File: src/design/stl_pkg.sv
package stl_pkg;

  localparam int LINE_CHARS         = 39;
  localparam int HEX_BYTES_PER_LINE = 13;
  localparam int RING_ROWS          = 16;
  localparam int SCROLL_AFTER       = 11;

  localparam int HEX_CHARS = 3 * HEX_BYTES_PER_LINE;
  localparam int MAX_LEN   = ((LINE_CHARS > HEX_CHARS) ? LINE_CHARS : HEX_CHARS) + 2;
  localparam int LEN_W     = $clog2(MAX_LEN + 1);
  localparam int ADDR_W    = $clog2(LINE_CHARS);

  localparam int BYTE_W  = 8;
  localparam int ROW_W   = 4;
  localparam int COL_W   = 6;
  localparam int COUNT_W = 16;

  localparam int FIELD_W = ROW_W + COL_W + BYTE_W + ROW_W + ROW_W + COUNT_W;
  localparam int TDATA_W = ((FIELD_W + 7) / 8) * 8;

  localparam logic [BYTE_W-1:0] CHAR_SPACE = 8'h20;
  localparam logic [BYTE_W-1:0] CHAR_STAR  = 8'h2A;
  localparam logic [BYTE_W-1:0] CHAR_CR    = 8'h0D;
  localparam logic [BYTE_W-1:0] CHAR_LF    = 8'h0A;
  localparam logic [BYTE_W-1:0] PRINT_LO   = 8'h20;
  localparam logic [BYTE_W-1:0] PRINT_HI   = 8'h7E;

  typedef logic [0:0] cfg_index_t;
  localparam cfg_index_t CFG_HEX_MODE        = 1'b0;
  localparam cfg_index_t CFG_CAPTURE_STOPPED = 1'b1;

  typedef struct packed {
    logic accept;
    logic put;
    logic commit;
    logic emit;
  } cmd_t;

  typedef struct packed {
    logic stopped;
    logic hex;
    logic rx_lf;
    logic len_full;
    logic flush;
    logic len_nonzero;
    logic put_last;
    logic load_last;
  } status_t;

endpackage

File: src/design/stl_ctrl.sv
module stl_ctrl
  import stl_pkg::*;
(
  input  logic    clk,
  input  logic    rst,
  input  logic    s_axis_tvalid,
  output logic    s_axis_tready,
  input  status_t sts,
  output cmd_t    cmd
);

  typedef enum logic [3:0] {
    S_IDLE  = 4'b0001,
    S_PUT   = 4'b0010,
    S_CHECK = 4'b0100,
    S_EMIT  = 4'b1000
  } state_t;

  state_t state, state_next;

  always_ff @(posedge clk) begin
    if (rst) begin
      state <= S_IDLE;
    end else begin
      state <= state_next;
    end
  end

  always_comb begin
    state_next    = state;
    cmd           = '0;
    s_axis_tready = (state == S_IDLE);
    unique case (state)
      S_IDLE: begin
        if (s_axis_tvalid) begin
          cmd.accept = 1'b1;
          if (!sts.stopped) begin
            state_next = S_PUT;
          end
        end
      end
      S_PUT: begin
        cmd.put = 1'b1;
        if (sts.put_last) begin
          state_next = S_CHECK;
        end
      end
      S_CHECK: begin
        if ((!sts.hex && sts.rx_lf) || sts.len_full || (sts.flush && sts.len_nonzero)) begin
          cmd.commit = 1'b1;
          state_next = S_EMIT;
        end else begin
          state_next = S_IDLE;
        end
      end
      S_EMIT: begin
        cmd.emit = 1'b1;
        if (sts.load_last) begin
          state_next = S_IDLE;
        end
      end
      default: begin
        state_next = S_IDLE;
      end
    endcase
  end

endmodule

File: src/design/stl_dp.sv
module stl_dp
  import stl_pkg::*;
(
  input  logic               clk,
  input  logic               rst,
  input  logic               cfg_valid,
  input  cfg_index_t         cfg_index,
  input  logic               cfg_data,
  input  logic [BYTE_W-1:0]  s_axis_tdata,
  input  logic               s_axis_tlast,
  input  cmd_t               cmd,
  output status_t            sts,
  output logic               m_axis_tvalid,
  input  logic               m_axis_tready,
  output logic [TDATA_W-1:0] m_axis_tdata,
  output logic               m_axis_tlast
);

  localparam logic [1:0] PHASE_LAST = 2'd2;

  logic               hex_mode;
  logic               capture_stopped;
  logic [BYTE_W-1:0]  rx_byte;
  logic               flush;
  logic [1:0]         phase;
  logic [LEN_W-1:0]   line_length;
  logic [ROW_W-1:0]   write_row;
  logic [ROW_W-1:0]   window_start;
  logic [ROW_W-1:0]   row_count;
  logic [ROW_W-1:0]   row_count_next;
  logic [ROW_W-1:0]   line_row;
  logic [COUNT_W-1:0] captured_bytes;

  logic [BYTE_W-1:0]  line_buffer [LINE_CHARS];
  logic [BYTE_W-1:0]  rdata;
  logic [ADDR_W-1:0]  load_col;
  logic [ADDR_W-1:0]  load_col_next;

  logic [ROW_W-1:0]   out_row;
  logic [COL_W-1:0]   out_col;
  logic [BYTE_W-1:0]  out_char;
  logic [ROW_W-1:0]   out_first;
  logic [ROW_W-1:0]   out_stored;
  logic [COUNT_W-1:0] out_total;

  logic               rx_lf;
  logic               put_last;
  logic               put_we;
  logic [BYTE_W-1:0]  text_char;
  logic [BYTE_W-1:0]  hex_char;
  logic [BYTE_W-1:0]  put_char;
  logic               out_free;
  logic               load;
  logic               load_last_col;
  logic [BYTE_W-1:0]  load_char;

  function automatic logic [BYTE_W-1:0] hex_digit(input logic [3:0] v);
    logic [BYTE_W-1:0] d;
    d = {4'h0, v};
    if (v > 4'd9) begin
      hex_digit = 8'h41 + d - 8'd10;
    end else begin
      hex_digit = 8'h30 + d;
    end
  endfunction

  // character mapping
  assign rx_lf    = (rx_byte == CHAR_LF);
  assign put_last = !hex_mode || (phase == PHASE_LAST);
  assign put_we   = cmd.put && !(!hex_mode && rx_lf);

  always_comb begin
    if (rx_byte == CHAR_CR) begin
      text_char = CHAR_SPACE;
    end else if ((rx_byte < PRINT_LO || rx_byte > PRINT_HI) && !rx_lf) begin
      text_char = CHAR_STAR;
    end else begin
      text_char = rx_byte;
    end
  end

  always_comb begin
    unique case (phase)
      2'd0:    hex_char = hex_digit(rx_byte[7:4]);
      2'd1:    hex_char = hex_digit(rx_byte[3:0]);
      default: hex_char = CHAR_SPACE;
    endcase
  end

  assign put_char = hex_mode ? hex_char : text_char;

  // emit path
  assign out_free      = !m_axis_tvalid || m_axis_tready;
  assign load          = cmd.emit && out_free;
  assign load_last_col = (load_col == ADDR_W'(LINE_CHARS - 1));
  assign load_char     = (LEN_W'(load_col) < line_length) ? rdata : CHAR_SPACE;

  always_comb begin
    if (!cmd.emit) begin
      load_col_next = '0;
    end else if (load) begin
      load_col_next = load_last_col ? '0 : load_col + 1'b1;
    end else begin
      load_col_next = load_col;
    end
  end

  assign row_count_next = (row_count < ROW_W'(RING_ROWS - 1)) ? row_count + 1'b1 : row_count;

  always_ff @(posedge clk) begin
    if (rst) begin
      hex_mode        <= 1'b0;
      capture_stopped <= 1'b1;
    end else if (cfg_valid) begin
      unique case (cfg_index)
        CFG_HEX_MODE:        hex_mode        <= cfg_data;
        CFG_CAPTURE_STOPPED: capture_stopped <= cfg_data;
        default:             hex_mode        <= hex_mode;
      endcase
    end
  end

  always_ff @(posedge clk) begin
    if (cmd.accept) begin
      rx_byte <= s_axis_tdata;
      flush   <= s_axis_tlast;
    end
  end

  always_ff @(posedge clk) begin
    if (rst) begin
      phase          <= '0;
      line_length    <= '0;
      write_row      <= '0;
      window_start   <= '0;
      row_count      <= '0;
      captured_bytes <= '0;
      load_col       <= '0;
    end else begin
      load_col <= load_col_next;
      if (cmd.accept && !capture_stopped) begin
        captured_bytes <= captured_bytes + 1'b1;
      end
      if (cmd.put) begin
        phase <= put_last ? 2'd0 : phase + 2'd1;
      end
      if (put_we) begin
        line_length <= line_length + 1'b1;
      end else if (load && load_last_col) begin
        line_length <= '0;
      end
      if (cmd.commit) begin
        row_count <= row_count_next;
        write_row <= (write_row == ROW_W'(RING_ROWS - 1)) ? '0 : write_row + 1'b1;
        if (row_count_next > ROW_W'(SCROLL_AFTER)) begin
          window_start <= (window_start == ROW_W'(RING_ROWS - 1)) ? '0 : window_start + 1'b1;
        end
      end
    end
  end

  always_ff @(posedge clk) begin
    if (cmd.commit) begin
      line_row <= write_row;
    end
  end

  // line buffer
  always_ff @(posedge clk) begin
    if (put_we && (line_length < LEN_W'(LINE_CHARS))) begin
      line_buffer[line_length[ADDR_W-1:0]] <= put_char;
    end
    rdata <= line_buffer[load_col_next];
  end

  // output register
  always_ff @(posedge clk) begin
    if (rst) begin
      m_axis_tvalid <= 1'b0;
    end else if (load) begin
      m_axis_tvalid <= 1'b1;
    end else if (m_axis_tready) begin
      m_axis_tvalid <= 1'b0;
    end
  end

  always_ff @(posedge clk) begin
    if (load) begin
      out_row      <= line_row;
      out_col      <= COL_W'(load_col);
      out_char     <= load_char;
      m_axis_tlast <= load_last_col;
      out_first    <= window_start;
      out_stored   <= row_count;
      out_total    <= captured_bytes;
    end
  end

  assign m_axis_tdata = {{(TDATA_W - FIELD_W){1'b0}}, out_total, out_stored, out_first,
                         out_char, out_col, out_row};

  always_comb begin
    sts             = '0;
    sts.stopped     = capture_stopped;
    sts.hex         = hex_mode;
    sts.rx_lf       = rx_lf;
    sts.len_full    = hex_mode ? (line_length >= LEN_W'(HEX_CHARS))
                               : (line_length >= LEN_W'(LINE_CHARS));
    sts.flush       = flush;
    sts.len_nonzero = (line_length != '0);
    sts.put_last    = put_last;
    sts.load_last   = out_free && load_last_col;
  end

  a_last_col: assert property (@(posedge clk) disable iff (rst)
    (m_axis_tvalid && m_axis_tlast) |-> (out_col == COL_W'(LINE_CHARS - 1)))
    else $error("last character not at final column");

  a_window_still: assert property (@(posedge clk) disable iff (rst)
    (row_count <= ROW_W'(SCROLL_AFTER)) |-> (window_start == '0))
    else $error("window moved before enough rows");

  a_commit_nonempty: assert property (@(posedge clk) disable iff (rst)
    cmd.commit |-> ((line_length != '0) || (!hex_mode && rx_lf)))
    else $error("empty line committed without line feed");

  a_emit_no_put: assert property (@(posedge clk) disable iff (rst)
    cmd.emit |-> !put_we)
    else $error("line buffer written while emitting");

endmodule

File: src/design/serial_terminal_line_formatter.sv
// channel   dir  handshake                      payload
// s_axis    in   s_axis_tvalid / s_axis_tready   tdata rx_byte, tlast chunk_end
// m_axis    out  m_axis_tvalid / m_axis_tready   tdata line/char fields, tlast last_char
// cfg       in   cfg_valid / cfg_ready           cfg_index, cfg_data
//
// text byte steps: accept, write, decide; hex byte steps: accept, three buffer writes, decide
// a committed line then sends 39 characters, one character per cycle from the buffer read port,
// stalling while m_axis_tready is low
// s_axis_tready is high only between requests; cfg_ready is always high
// after reset capture is stopped and text mode is selected
module serial_terminal_line_formatter
  import stl_pkg::*;
(
  input  logic               clk,
  input  logic               rst,
  input  logic               cfg_valid,
  output logic               cfg_ready,
  input  cfg_index_t         cfg_index,
  input  logic               cfg_data,
  input  logic               s_axis_tvalid,
  output logic               s_axis_tready,
  input  logic [BYTE_W-1:0]  s_axis_tdata,   // rx_byte
  input  logic               s_axis_tlast,
  output logic               m_axis_tvalid,
  input  logic               m_axis_tready,
  // line_row, column, shown_char, first_visible_row, stored_rows, byte_total, zero pad
  output logic [TDATA_W-1:0] m_axis_tdata,
  output logic               m_axis_tlast
);

  cmd_t    cmd;
  status_t sts;

  assign cfg_ready = 1'b1;

  stl_ctrl u_ctrl (
    .clk           (clk),
    .rst           (rst),
    .s_axis_tvalid (s_axis_tvalid),
    .s_axis_tready (s_axis_tready),
    .sts           (sts),
    .cmd           (cmd)
  );

  stl_dp u_dp (
    .clk           (clk),
    .rst           (rst),
    .cfg_valid     (cfg_valid),
    .cfg_index     (cfg_index),
    .cfg_data      (cfg_data),
    .s_axis_tdata  (s_axis_tdata),
    .s_axis_tlast  (s_axis_tlast),
    .cmd           (cmd),
    .sts           (sts),
    .m_axis_tvalid (m_axis_tvalid),
    .m_axis_tready (m_axis_tready),
    .m_axis_tdata  (m_axis_tdata),
    .m_axis_tlast  (m_axis_tlast)
  );

endmodule
File: config.mk
export PLATFORM = sky130hd
export DESIGN_NAME = serial_terminal_line_formatter
export DESIGN_NICKNAME = d
export VERILOG_FILES = /design/src/design/stl_pkg.sv /design/src/design/stl_ctrl.sv /design/src/design/stl_dp.sv /design/src/design/serial_terminal_line_formatter.sv
export SDC_FILE = /design/constraint.sdc
export NUM_CORES = 1
export LEC_CHECK = 0
export BUFFER_PORTS_ARGS = -buffer_cell sky130_fd_sc_hd__buf_4
export CAP_MARGIN = 25
export CORE_UTILIZATION = 25
export CTS_BUF_LIST = sky130_fd_sc_hd__clkbuf_8
export DETAILED_ROUTE_END_ITERATION = 6
export PLACE_DENSITY = 0.44
export RECOVER_POWER = 50
export SLEW_MARGIN = 25
export SYNTH_ARGS = -nofsm -noshare
export SYNTH_HDL_FRONTEND = slang
export SYNTH_HIERARCHICAL = 1
export SYNTH_SLANG_ARGS = --single-unit
File: constraint.sdc
create_clock -name clk -period 4.55 [get_ports clk]
set_input_delay 0 -clock clk [delete_from_list [all_inputs] [get_ports clk]]
set_output_delay 0 -clock clk [all_outputs]
set_load 0.01 [all_outputs]
==> results.cfg, run 1 <==
[route]
postRouteAntennaNets = 0
drt-pass1-iter-count = 7
routedWlPerCell_um = 21.23
drcViolationCount = 14
first_iter_violations = 1319
vias = 12940
avgViaCountPerCell = 4.839
wl_mm = 56.78

[grt]
track_usage_pct = 15.00
grt_max_degree = 52
grt_pass1_wl_mm = 83.68
antenna_found_initial = 3
first_global_vias = 12540
overflow = 0

[outcome]
outcome = finished with violations
violations = design-rule violations, max-capacitance violations, max-slew violations

[layout]
areaGrowthSynthToFinish_pct = 17.60
n_fill_cell = 7479
nets = 1693
multiInputGateArea_um2 = 5978
fin_cells = 2674
register_area_um2 = 12190
layout-drive-gt1-share_pct = 12.08

[timing]
whs_ps = 71.41
slew_viol_final = 21
fmax_ghz = 0.2501
rsz0062_at_grt = no
slew_headroom_pct = -12.77
worstMarginPinSlew_ps = 1674
hold_viol_final = 0
min_period_ps = 3999
finClkSkew_ps = 37.27
setup_viol = 0
tns_ps = 0
post-route-period-util_pct = 87.89

[cts]
clkTransAtPathRegs_ps = 60
root_buffer = clkbuf_8
cts_sinks = 425
insertion_delay_ps = 660
cts-htree-levels = 3
clockBufferDepth = 3
cts_made_buffers = 78
post_cts_buffers = 0
tritoncts = built

[yosys]
synth_edf_count = 368
async_flop_share_pct = 0
syn-instance-count = 1498
ys_types = 80
ys.flop_type = edfxtp_1
synth.cell_area_um2 = 18570
ys_seq_elements = 425
synth_area_leaders = edfxtp_1 (59%), dfxtp_1 (6.1%), nand2_1 (3.5%)
yosysWarnings = 6
synth_top_area_share_pct = 59.49
synth_top_area_cell = edfxtp_1
synth.avg_cell_area_um2 = 12.40
synth_seq_area_share_pct = 65.64

[power_and_ir_drop]
ir_worst_vdd_uv = 154.6
p_seq_share_pct = 54.1
swShare_pct = 22.62
p_clk_share_pct = 43.2
comb_power_share_pct = 2.7
internal-power_uw = 6137
p_per_area_nw_per_um2 = 363.1
net-switching-power_uw = 1794
leakage_uw = 0.007305

[floorplanning]
rows = 99
start_util_pct = 25.37
fp.dieW_um = 274.6
ioPinCount = 68
core_area_um2 = 73210
dieArea_um2 = 75390
die_height_um = 274.6

[worst_setup_path]
path_class = reg2reg
critical_path.startpoint = u_dp/load_col[1]$_SDFF_PP0_
timing.rr.start = u_dp/load_col[1]$_SDFF_PP0_
worstPathMaxFanout = 23
cp.required_ps = 5100
start_kind = register
crit_path_end_kind = register
arrival_ps = 4550

[placed_design]
placed_cells = 2516
gp_congestion = 0.8404
io_buffers = 60
hpwl_mm = 37.31

[worst_hold_path]
worstHoldStart = s_axis_tdata[2]
holdCritPathClass = in2reg

[run]
timing.max_cap.violations = 2
==> worst max-delay path, cell delays in order (launching register included) <==
cell and delay, ps:
dfxtp_1 430, ha_1 230, and4bb_1 380, or3_4 220, a21o_1 560, clkbuf_1 1050, o22ai_1 160, a211oi_1 500
buf_4 190, a31oi_1 50, o31ai_1 110
==> state kept, by name (all words and copies together) (netlist names), 2 cells and up, named ones only <==
name,count
u_dp/row_count,3
u_dp/line_row,4
u_dp/out_first,4
u_dp/out_stored,4
u_dp/window_start,4
u_dp/out_row,4
u_dp/line_buffer,312
u_dp/line_length,6
u_dp/captured_bytes,16
u_dp/out_char,8
u_dp/rdata,8
u_ctrl/state,4
u_dp/load_col,6
u_dp/write_row,4
u_dp/phase,2
u_dp/out_col,6
u_dp/out_total,16
u_dp/rx_byte,8
==> per-layer routing <==
metal	share of wire, %	track usage, %	vias to the layer above	wire [µm]
met5	0	0	-	0
met4	2.7	5.658	0	1549
met3	6.5	2.837	82	3700
met2	46	23.66	472	25990
met1	45	20.36	6432	25540
li1	-	-	5953	-
==> power groups by stage <==
stage                     Sequential [µW]  Combinational (µW)  Clock, µW
after global placement               4370                 212          0
after detailed placement             4370                 213          0
after floorplan                      4370                96.3          0
after global routing                 4290                 230       3710
after CTS                            4290                 224       3540
final                                4290                 212       3430
==> placed cells by master (no fill, tap or decap), types with 9 or more instances in the layout <==
cell           instances
ha_1                  23
a21oi_1               68
xor2_1                14
clkbuf_1              50
nand3_1               65
mux2i_1               36
or3_1                 23
o311ai_0               9
dfxtp_1               56
dlygate4sd3_1         17
and3_1                22
clkinv_1              16
o211ai_1              10
nor3_1                29
o31ai_1               14
clkbuf_8              87
a211oi_1              22
edfxtp_1             368
nor2_1               134
o21ai_0               59
inv_1                 50
clkinv_2              12
clkbuf_4               9
nand2b_1              10
buf_4                 51
conb_1                46
o22ai_1               34
and2_0                10
a31oi_1               24
nand2_1              172
==> cell usage after synthesis (8+ instances only) <==
cell      number
a211oi_1      22
a21oi_1       69
a22o_1         8
a31oi_1       24
and2_1        16
and3_1        22
buf_2         29
buf_4         15
clkbuf_1      49
dfxtp_1       57
edfxtp_1     368
ha_1          23
inv_1         26
mux2i_1       36
mux4_2         8
nand2_1      172
nand2b_1      10
nand3_1       65
nor2_1       134
nor2b_1        8
nor3_1        29
o211ai_1      10
o21ai_0       61
o22ai_1       35
o311ai_0       9
o31ai_1       14
o32ai_1        8
or3_1         23
xor2_1        14
==> area by class of cell <==
class | instances | share of cell area, %
tap | 959 | 5.493
multi-input combinational | 985 | 27.37
inverter | 29 | 0.4984
sequential | 425 | 55.82
clock inverter | 53 | 1.163
antenna | 1 | 0.01146
timing repair buffer | 135 | 4.159
clock buffer | 87 | 5.482
==> timing repair <==
| action | CTS | global route |
|---|---|---|
| endpoints found under the hold margin | 67 | 0 |
| hold buffers | 17 | 0 |
| gates resized for setup | 0 | 0 |
==> worst paths after layout <==
path	to	slack, ps	cells after the start
min reg2reg	u_dp/out_row[0]$_DFFE_PN_	430	0
max reg2reg	u_dp/rdata[0]$_DFF_P_	550	10
min	u_dp/rx_byte[2]$_DFFE_PP_	70	2
max	u_dp/rdata[0]$_DFF_P_	550	10
==> through the flow <==
stage | utilization [%] | power (µW) | cell area (µm²) | setup WS [ps]
global placement | 27.97 | 4584 | 20480 | 832.3
finish | 29.84 | 7931 | 21840 | 550.9
floorplan | - | 4468 | 18740 | 118.9
global route | 29.84 | 8235 | 21840 | 313.9
CTS | 30.19 | 8051 | 22100 | 809.2
detailed placement | 27.98 | 4586 | 20480 | 865.5
==> kinds of logic (layout without fill, tap and decap cells) <==
| logic type | after synthesis | in the layout | synth area share, % |
|---|---|---|---|
| AOI/OAI and AO/OA | 334 | 334 | 12.13 |
| xor gates and xnor gates | 19 | 19 | 0.8959 |
| DFF | 425 | 425 | 65.64 |
| other | 2 | 47 | 0.04043 |
| adders and majority gates | 23 | 23 | 1.549 |
| muxes | 52 | 52 | 3.409 |
| buffers and inverters | 132 | 304 | 3.328 |
| and+or+nand+nor | 511 | 511 | 13.01 |
No activity file was read; power rests on OpenSTA's default activity.
==> run 2, diff against run 1 <==
--- a/config.mk
+++ b/config.mk
@@ -7,6 +7,7 @@
 export LEC_CHECK = 0
 export BUFFER_PORTS_ARGS = -buffer_cell sky130_fd_sc_hd__buf_4
 export CAP_MARGIN = 25
+export CORE_ASPECT_RATIO = 0.75
 export CORE_UTILIZATION = 25
 export CTS_BUF_LIST = sky130_fd_sc_hd__clkbuf_8
 export DETAILED_ROUTE_END_ITERATION = 6
==> run 2 against run 1 <==
  * The flow finishes with violations (max-capacitance violations, max-slew violations)
  * Clock power about the same
  * Global-route usage grew 0.35 points
  * Final cell count increased by 0.93%
  * Maximum frequency fell by 1.8%
  * Critical path type unchanged
==> results.cfg, run 2 (synthesis results as in run 1) <==
[timing]
fmax_ghz = 0.2455
hold_viol_final = 0
post-route-period-util_pct = 89.51
rsz0062_at_grt = no
min_period_ps = 4073
tns_ps = 0
slew_headroom_pct = -44.22
whs_ps = 86.81
finClkSkew_ps = 37.78
setup_viol = 0
worstMarginPinSlew_ps = 2163
slew_viol_final = 80

[route]
avgViaCountPerCell = 4.855
postRouteAntennaNets = 0
vias = 13100
first_iter_violations = 1399
wl_mm = 57.82
routedWlPerCell_um = 21.42
drcViolationCount = 0
drt-pass1-iter-count = 5

[worst_setup_path]
path_class = reg2reg
arrival_ps = 4570
cp.required_ps = 5050
worstPathMaxFanout = 13
crit_path_end_kind = register
start_kind = register

[cts]
root_buffer = clkbuf_8
tritoncts = built
post_cts_buffers = 0
cts-htree-levels = 3
clkTransAtPathRegs_ps = 60
cts_sinks = 425
clockBufferDepth = 3
cts_made_buffers = 74
insertion_delay_ps = 670

[floorplanning]
start_util_pct = 25.27
die_height_um = 238.1
ioPinCount = 68
dieArea_um2 = 75400
fp.dieW_um = 316.7
rows = 86
core_area_um2 = 73490

[grt]
met3_usage_pct = 4.224
met1_usage_pct = 22.66
grtUsageMet2_pct = 21.84
overflow = 0
grt.busiest_layer = met1
grt_pass1_wl_mm = 85.06
first_global_vias = 12670
track_usage_pct = 15.36
antenna_found_initial = 0
grt_max_degree = 75

[outcome]
violations = max-capacitance violations, max-slew violations
outcome = finished with violations

[placed_design]
gp_congestion = 0.8925
placed_area_um2 = 20550
placed_cells = 2544
hpwl_mm = 38.90
io_buffers = 60

[power_and_ir_drop]
leakage_uw = 0.007331
p_per_area_nw_per_um2 = 361.0
ir_worst_vdd_uv = 152.0

[layout]
antennaDiodeCount = 0
layout_common_cells = edfxtp_1 (368), nand2_1 (172), nor2_1 (134)
design_area_um2 = 21910
final_common_cell = edfxtp_1
layout-drive-gt1-share_pct = 12.31
fin_cells = 2699
areaGrowthSynthToFinish_pct = 17.99
nets = 1712
utilization_pct = 29.82
largest_register_ffs = 312

[worst_hold_path]
holdCritPathClass = in2reg

[run]
timing.max_cap.violations = 3
-- run 2: area by class of cell --
type / instances / area (µm²)
fillers: 7520 / 51580
clock inverters: 52 / 309.0
repair buffers: 158 / 1011
multi-input cells: 985 / 5954
clock buffers: 82 / 1129
flip-flops and latches: 425 / 12190
inverters: 29 / 108.9
well taps: 968 / 1211
-- run 2: per-stage QoR --
stage	power [µW]	setup WS [ps]
global placement	4566	770.9
CTS	8041	786.0
global route	8210	200.2
floorplan	4468	118.9
detailed placement	4567	786.7
finish	7910	477.1
-- run 2: repair_timing --
action,CTS,global route
hold endpoints to repair,67,0
resized for setup,0,0
hold buffers,21,0
-- run 2: path summary, 6_finish.rpt --
| kind | from | end | slack, ps | cells past startpoint |
|---|---|---|---|---|
| worst max-delay path | u_dp/load_col[0]$_SDFF_PP0_ | u_dp/rdata[3]$_DFF_P_ | 480 | 10 |
| worst min-delay path | s_axis_tdata[0] | u_dp/rx_byte[0]$_DFFE_PP_ | 90 | 2 |
| worst max register to register | u_dp/load_col[0]$_SDFF_PP0_ | u_dp/rdata[3]$_DFF_P_ | 480 | 10 |
| worst min register to register | u_dp/line_row[1]$_DFFE_PP_ | u_dp/out_row[1]$_DFFE_PN_ | 420 | 0 |
-- run 2: critical path, stage by stage (launching register included) --
cell and delay, ps:
dfxtp_1 540, inv_1 110, ha_1 250, and3b_1 200
nor4_1 770, o21ai_1 150, buf_4 220, nor3_1 520
o21ai_0 180, o32ai_1 870, a221oi_2 70
-- run 2: metal layers --
metal  up-vias  wire, µm
li1       5998         -
met1      6511     27890
met2       507     24470
met3        87      4366
met4         0      1093
met5         -         0
-- run 2: where the power goes --
part	switching, µW	internal (µW)	leakage [µW]	total (µW)
clock	1630	1790	0.000811	3420
combinational	150	50.5	0.00276	200
sequential	13.1	4280	0.00376	4290
==> run 3, diff against run 2 <==
--- a/config.mk
+++ b/config.mk
@@ -12,7 +12,7 @@
 export CTS_BUF_LIST = sky130_fd_sc_hd__clkbuf_8
 export DETAILED_ROUTE_END_ITERATION = 6
 export PLACE_DENSITY = 0.44
-export RECOVER_POWER = 50
+export RECOVER_POWER = 25
 export SLEW_MARGIN = 25
 export SYNTH_ARGS = -nofsm -noshare
 export SYNTH_HDL_FRONTEND = slang
==> run 3 against run 2 <==
  * Non-clock buffer count unchanged
  * The run still ends with max-capacitance violations, max-slew violations left
  * Flip-flop and latch count stayed put
  * Die area did not move
==> results.cfg, run 3 (synthesis results as in run 1) <==
[worst_setup_path]
crit_buf_inv = 2
path_class = reg2reg
cp.required_ps = 5050
crit_path_end_kind = register
critPathMaxStageDelay_ps = 900
timing.rr.start = u_dp/load_col[0]$_SDFF_PP0_
cp_slowest_cell = o32ai_1
cp_top_family = simple AND/OR/NAND/NOR gates
start_kind = register
worstPathMaxFanout = 13
path_cells = inv_1, ha_1, and3b_1, nor4_1, o21ai_1, buf_4, nor3_1, o21ai_0, o32ai_1, a221oi_2
arrival_ps = 4650
critical_path.startpoint = u_dp/load_col[0]$_SDFF_PP0_

[power_and_ir_drop]
internal-power_uw = 6118
net-switching-power_uw = 1794
p_clk_share_pct = 43.2
p_per_area_nw_per_um2 = 360.1
ir_worst_vdd_uv = 151.9
p_seq_share_pct = 54.3
comb_power_share_pct = 2.5
leakage_uw = 0.007385
swShare_pct = 22.68

[floorplanning]
core_area_um2 = 73490
ioPinCount = 68
die_height_um = 238.1
rows = 86
dieArea_um2 = 75400
start_util_pct = 25.27
fp.dieW_um = 316.7

[grt]
track_usage_pct = 15.36
antenna_found_initial = 0
overflow = 0
first_global_vias = 12670
grt_pass1_wl_mm = 85.06
grt_max_degree = 75

[placed_design]
placed_cells = 2544
io_buffers = 60
gp_congestion = 0.8925
hpwl_mm = 38.90

[outcome]
violations = max-capacitance violations, max-slew violations
outcome = finished with violations

[route]
wl_mm = 58.00
avgViaCountPerCell = 4.858
postRouteAntennaNets = 0
drt-pass1-iter-count = 5
dr_wl_met3_mm = 4.480
drt-met1-wl_mm = 27.86
highest_layer = met4
first_iter_violations = 1321
dr_wl_met2_mm = 24.57
drcViolationCount = 0
vias = 13110
routedWlPerCell_um = 21.49

[layout]
layout_common_cells = edfxtp_1 (368), nand2_1 (172), nor2_1 (134)
nets = 1712
antennaDiodeCount = 0
largest_register_ffs = 312
multiInputGateArea_um2 = 5962
fin_cells = 2699
layout-drive-gt1-share_pct = 13.06
register_area_um2 = 12190
final_common_cell = edfxtp_1
n_fill_cell = 7499
areaGrowthSynthToFinish_pct = 18.28

[cts]
insertion_delay_ps = 670
cts_made_buffers = 74
post_cts_buffers = 0
clockBufferDepth = 3
cts_sinks = 425
tritoncts = built
postCtsHoldBufs = 21
cts.repair.resized = 0
cts-htree-levels = 3
clkTransAtPathRegs_ps = 60
root_buffer = clkbuf_8

[timing]
slew_headroom_pct = -43.21
setup_viol = 0
worstMarginPinSlew_ps = 2148
slew_viol_final = 80
min_period_ps = 4150
hold_viol_final = 0
finClkSkew_ps = 39.41
fmax_ghz = 0.2410
rsz0062_at_grt = no
post-route-period-util_pct = 91.20
tns_ps = 0

[worst_hold_path]
worstHoldStart = s_axis_tdata[0]
holdCritPathClass = in2reg

[run]
timing.max_cap.violations = 3
[run 3: cell types whose count changed in the layout (fill, tap and decap cells not counted), sizes merged]
cell,delta
buf,+13
clkbuf,-13
[run 3: power by group through the flow]
stage	clock, µW	sequential (µW)	combinational [µW]
global route	3690	4290	224
floorplan	0	4370	96.3
CTS	3540	4290	208
global placement	0	4370	194
finish	3420	4290	201
detailed placement	0	4370	195
[run 3: layout make-up]
cell class	instances	share of cell area (%)
Inverter	29	0.4955
Timing Repair Buffer	158	4.818
Multi-Input combinational cell	985	27.14
Tap cell	968	5.513
Clock inverter	52	1.407
Clock buffer	82	5.137
Sequential cell	425	55.49
[run 3: per-layer routing]
layer	global-route usage (%)	up-vias
li1	-	6005
met1	22.66	6515
met2	21.84	507
met3	4.224	84
met4	3.963	0
met5	0	-
[run 3: path summary, 6_finish.rpt]
check	end	slack (ps)	cells past startpoint
max	u_dp/rdata[3]$_DFF_P_	400	10
min	u_dp/rx_byte[0]$_DFFE_PP_	90	2
max reg2reg	u_dp/rdata[3]$_DFF_P_	400	10
min reg2reg	u_dp/out_row[1]$_DFFE_PN_	420	0
[run 3: metrics by stage]
step	hold slack, ps	area, µm²	total power (µW)	util [%]	worst slack (ps)
2_1_floorplan	69.07	18740	4468	-	118.9
3_3_place_gp	178.1	20550	4566	27.96	770.9
3_5_place_dp	179.3	20550	4567	27.96	786.7
4_1_cts	1.062	22200	8041	30.20	786.0
5_1_grt	52.84	21970	8211	29.89	200.2
6_report	86.31	21970	7912	29.89	400.2
